==> src/design/ecsm_pkg.sv <==
`timescale 1ns / 1ps
// ----------------------------------------------------------------------------
// ecsm_pkg
// Shared codes and types for the elliptic-curve scalar multiplier.
// ----------------------------------------------------------------------------
package ecsm_pkg;

   // serial unit operations
   localparam logic OP_MUL = 1'b0;
   localparam logic OP_DIV = 1'b1;

   // configuration register indexes
   localparam logic [1:0] CSR_MODULUS = 2'd0;
   localparam logic [1:0] CSR_CURVE_A = 2'd1;

   typedef struct packed {
      logic start;
      logic op;
   } ecsm_cmd_type;

   typedef struct packed {
      logic done;
   } ecsm_sts_type;

endpackage

==> src/design/ecsm_serial_unit.sv <==
`timescale 1ns / 1ps
// ----------------------------------------------------------------------------
// ecsm_serial_unit
// Bit-serial modular multiplier and restoring divider, one bit per cycle.
// ----------------------------------------------------------------------------
module ecsm_serial_unit #(
   parameter int FIELD_BITS = 63
) (
   input  logic                     clock,
   input  logic                     reset,
   input  ecsm_pkg::ecsm_cmd_type   cmd,
   input  logic [FIELD_BITS-1:0]    opa,
   input  logic [FIELD_BITS-1:0]    opb,
   input  logic [FIELD_BITS-1:0]    modulus,
   output ecsm_pkg::ecsm_sts_type   sts,
   output logic [FIELD_BITS-1:0]    res,
   output logic [FIELD_BITS-1:0]    quo
);

   localparam int W  = FIELD_BITS;
   localparam int CW = $clog2(W);

   logic          run_ff, run_in;
   logic          done_ff, done_in;
   logic          op_ff, op_in;
   logic [CW-1:0] cnt_ff, cnt_in;
   logic [W-1:0]  acc_ff, acc_in;
   logic [W-1:0]  aa_ff, aa_in;
   logic [W-1:0]  bb_ff, bb_in;
   logic [W-1:0]  q_ff, q_in;
   logic [W:0]    trial;

   function automatic logic [W-1:0] madd(input logic [W-1:0] x, input logic [W-1:0] y,
                                         input logic [W-1:0] q);
      logic [W:0] s;
      s = {1'b0, x} + {1'b0, y};
      if (s >= {1'b0, q}) s = s - {1'b0, q};
      return s[W-1:0];
   endfunction

   // mul: acc sum, aa doubling multiplicand, bb multiplier shifted right
   // div: acc partial remainder, bb dividend / quotient shift, q divisor
   always_comb begin
      run_in  = run_ff;
      done_in = 1'b0;
      op_in   = op_ff;
      cnt_in  = cnt_ff;
      acc_in  = acc_ff;
      aa_in   = aa_ff;
      bb_in   = bb_ff;
      q_in    = q_ff;
      trial   = {acc_ff, bb_ff[W-1]};
      if (cmd.start) begin
         run_in = 1'b1;
         op_in  = cmd.op;
         cnt_in = '0;
         acc_in = '0;
         if (cmd.op == ecsm_pkg::OP_MUL) begin
            aa_in = opa;
            bb_in = opb;
            q_in  = modulus;
         end else begin
            aa_in = '0;
            bb_in = opa;
            q_in  = opb;
         end
      end else if (run_ff) begin
         if (op_ff == ecsm_pkg::OP_MUL) begin
            if (bb_ff[0]) acc_in = madd(acc_ff, aa_ff, q_ff);
            aa_in = madd(aa_ff, aa_ff, q_ff);
            bb_in = bb_ff >> 1;
         end else begin
            if (trial >= {1'b0, q_ff}) begin
               acc_in = trial[W-1:0] - q_ff;
               bb_in  = {bb_ff[W-2:0], 1'b1};
            end else begin
               acc_in = trial[W-1:0];
               bb_in  = {bb_ff[W-2:0], 1'b0};
            end
         end
         cnt_in = cnt_ff + 1'b1;
         if (cnt_ff == CW'(W - 1)) begin
            run_in  = 1'b0;
            done_in = 1'b1;
         end
      end
   end

   always_ff @(posedge clock) begin
      if (reset) begin
         run_ff  <= 1'b0;
         done_ff <= 1'b0;
      end else begin
         run_ff  <= run_in;
         done_ff <= done_in;
      end
      op_ff  <= op_in;
      cnt_ff <= cnt_in;
      acc_ff <= acc_in;
      aa_ff  <= aa_in;
      bb_ff  <= bb_in;
      q_ff   <= q_in;
   end

   assign sts.done = done_ff;
   assign res      = acc_ff;
   assign quo      = bb_ff;

endmodule

==> config.mk <==
export PLATFORM = sky130hd
export DESIGN_NAME = ecsm_serial_unit
export DESIGN_NICKNAME = d
export VERILOG_FILES = /design/src/design/ecsm_pkg.sv /design/src/design/ecsm_serial_unit.sv
export SDC_FILE = /design/constraint.sdc
export NUM_CORES = 1
export LEC_CHECK = 0
export BUFFER_PORTS_ARGS = -buffer_cell sky130_fd_sc_hd__buf_2
export CORE_UTILIZATION = 35
export DETAILED_ROUTE_END_ITERATION = 12
export GPL_ROUTABILITY_DRIVEN = 0
export PLACE_DENSITY = 0.6
export SYNTH_ARGS = -nofsm -noshare
export SYNTH_HDL_FRONTEND = slang
export SYNTH_SLANG_ARGS = --single-unit
==> constraint.sdc <==
create_clock -name clock -period 6.44 [get_ports clock]
set_clock_uncertainty 0.05 [all_clocks]
set_input_delay 0.966 -clock clock [delete_from_list [all_inputs] [get_ports clock]]
set_output_delay 0.966 -clock clock [all_outputs]
set_load 0.02 [all_outputs]
==> results_dict.tcl <==
set metrics [dict create \
    outcome "finished clean" \
    min_period_over_period_pct 93.8 \
    startpoint_type "flip-flop" \
    comb_power_share_pct 64.9 \
    p_leak_uw 0.0137 \
    crit_type "reg -> reg" \
    drc 0 \
    ys_warn_count 0 \
    arrival_ns 6.48 \
    start_util_pct 35.6 \
    yosysMostFrequentCell "a21oi_1" \
    power_uw 12300 \
    die_w_um 289 \
    power.density_nw_per_um2 376 \
    syn-num-nets 4127 \
    cts_tree "yes" \
    cts_hold_buf 0 \
    yosysTopAreaCellShare_pct 19.8 \
    synthToLayoutAreaGrowth_pct 13.2 \
    dpl_cell_area_um2 31500 \
    maxCapViolCount 0 \
    io_pins 320 \
    core_area_um2 80900 \
    cts.sinks 261 \
    numCtsBuffers 30 \
    root_buffer "clkbuf_16" \
    hold_viol_final 0 \
    hold_ws_ns 0.452 \
    synth_top_family_by_area "compound AO/OA/AOI/OAI gates" \
    synthAdderAreaFrac_pct 11.3 \
    synthTopCellsByArea "edfxtp_1, ha_1, a21oi_1" \
    max_freq_ghz 0.166 \
    p_sw_uw 6010 \
    synth.ff_latch_count 261 \
    relSlewSlack_pct 35.4 \
    yosys.area_share.simple_pct 17.1 \
    yosys.area.top_type "edfxtp_1" \
    dr.pass1.iters 5 \
    min_path_type "reg -> reg" \
    clk_pin_slew_ns 0.06 \
    p_seq_share_pct 20.1 \
    die_h_um 289 \
    fillers 8399 \
    syn_inst 3676 \
    drv_slew 0 \
    antenna_found_initial 3 \
    synthTopCellsByCount "a21oi_1, nand2_1, nor2_1" \
    synth_cell_type_count 87 \
    synth-compound-area-share_pct 29.8 \
    critPathRequiredTime_ns 6.88 \
    port_buffers 319 \
    num_rows 104 \
    synthFlopType "edfxtp_1" \
    min_period_ns 6.04 \
    h-tree-depth 1 \
    grt_pass1_wl_um 160000 \
    fin_area_um2 32600 \
    grt_overflow 0 \
    syn_avg_cell_area_um2 7.84 \
    end_kind "flip-flop" \
    synth_xor_area_share_pct 6.90 \
    worst_pin_slew_ns 0.969 \
    setup_viol 0 \
    clkLatencyLatePin_ns 0.60 \
    clockBufferDepth 3 \
    drt_iter0_markers 2584 \
    p_int_uw 6240 \
    drtAntennaViolNets 0 \
    dp_hpwl_um 86400 \
    num_vias 29000 \
    ys_async_sr_fraction_pct 0 \
    post_drt_wl_per_cell_um 21.6 \
    rsz0062_at_grt "false" \
    die_area_um2 83500 \
    synth_edf_count 190 \
    finalSetupTns_ns 0 \
    ir_drop_v 0.000265 \
    post_drt_via_cell_ratio 5.85 \
    switching_share_pct 49.1 \
    grt_use_total_pct 24.7 \
    grt_pass1_vias 26900 \
    cp_max_fo 63 \
    yosysSeqAreaShare_pct 24.7 \
    drive_above_1_share_pct 14.2 \
    syn-cell-area_um2 28800 \
    grt_max_degree 147 \
    power_frac_clock_pct 15.0 \
    finalWirelength_um 107000 \
    fin_nets 4320 \
    synthMuxAreaShare_pct 5.15 \
]
[layer usage]
layer,global-route usage [%],vias to the layer above,wire (µm)
met5,0,-,0
met2,36.8,1158,44900
met3,2.93,170,8320
met1,36.6,13600,49700
li1,-,14100,-
met4,8.43,0,3970
[path summary, 6_finish.rpt]
kind              slack, ns  cells after the start  startpoint        end
hold / removal         0.45                      2   cnt_ff[5]  cnt_ff[5]
hold reg to reg        0.45                      2   cnt_ff[5]  cnt_ff[5]
setup / recovery       0.40                     25     res[14]    res[18]
setup reg to reg       0.40                     25     res[14]    res[18]
[placed cells by master, fill, tap and decap left out, types with 60 or more instances in the layout]
| cell type | count |
|---|---|
| a21oi_1 | 471 |
| nand2_1 | 378 |
| buf_2 | 317 |
| nor2_1 | 261 |
| ha_1 | 252 |
| o21ai_0 | 246 |
| edfxtp_1 | 190 |
| inv_1 | 149 |
| xnor2_1 | 123 |
| a211oi_1 | 121 |
| a21o_1 | 107 |
| xor2_1 | 102 |
| nand4_1 | 88 |
| nor2b_1 | 88 |
| mux2i_1 | 74 |
| dfxtp_1 | 70 |
| mux2_2 | 66 |
| buf_4 | 65 |
| nand3_1 | 60 |
[sequential cells by signal, summed over array words and instances (netlist names)]
register and count:
aa_ff 63, q_ff 63, quo 63, res 63
cnt_ff 6, op_ff 1, run_ff 1, sts 1
[final cells by class]
type | count | area, µm² | area share [%]
clock inverters | 20 | 229 | 0.702
inverters | 151 | 567 | 1.74
flip-flops and latches | 261 | 7130 | 21.9
clock buffers | 35 | 791 | 2.43
diodes | 3 | 7.51 | 0.0230
multi-input cells | 3037 | 20400 | 62.5
well taps | 1060 | 1330 | 4.07
repair buffers | 388 | 2190 | 6.71
[power groups by stage]
stage / Clock, µW / Sequential, µW / Combinational (µW)
6_report: 1830 / 2470 / 7960
5_1_grt: 1920 / 2480 / 8700
4_1_cts: 1870 / 2450 / 7740
3_5_place_dp: 0 / 2480 / 7700
3_3_place_gp: 0 / 2480 / 7710
2_1_floorplan: 0 / 2460 / 5620
[worst max-delay path: stages (launching register included)]
cell and delay, ns:
dfxtp_1 0.52, ha_1 0.38, a21oi_1 0.23, o21ai_0 0.18
a32o_1 0.25, a31oi_1 0.26, nand3_1 0.21, buf_4 0.20
a21oi_1 0.13, buf_4 0.18, o21bai_1 0.10, a21oi_1 0.21
xnor2_1 0.15, ha_1 0.47, nand4_1 0.21, nor4_2 0.33
nand2_1 0.15, o31a_1 0.30, o221ai_1 0.16, a31oi_1 0.07
o311a_4 0.19, buf_16 0.20, buf_4 0.20, a211oi_1 0.28
a31oi_1 0.07, a22o_1 0.23
[stage by stage]
stage          worst slack, ns  cells  util (%)
2_1_floorplan            0.782   3676         -
3_3_place_gp             0.182   4895      38.9
3_5_place_dp            0.0912   4895      38.9
4_1_cts                 0.0586   4950      40.1
5_1_grt                0.00579   4955      40.3
6_report                 0.399   4955      40.3
[what timing repair did]
| item | 4_1_cts | 5_1_grt |
|---|---|---|
| setup endpoints to repair | 0 | 63 |
| buffers inserted | 0 | 2 |
| hold endpoints to repair | 0 | 0 |
| gates resized for setup | 0 | 25 |
[kinds of logic after synthesis]
kind of cell             after synthesis
AO/OA/AOI/OAI                       1359
AND/OR/NAND/NOR                     1053
buffers and inverters                378
flip-flops                           261
adder cells (fa/ha/maj)              258
XOR/XNOR                             227
multiplexers                         140
(Power assumes the default switching activity.)
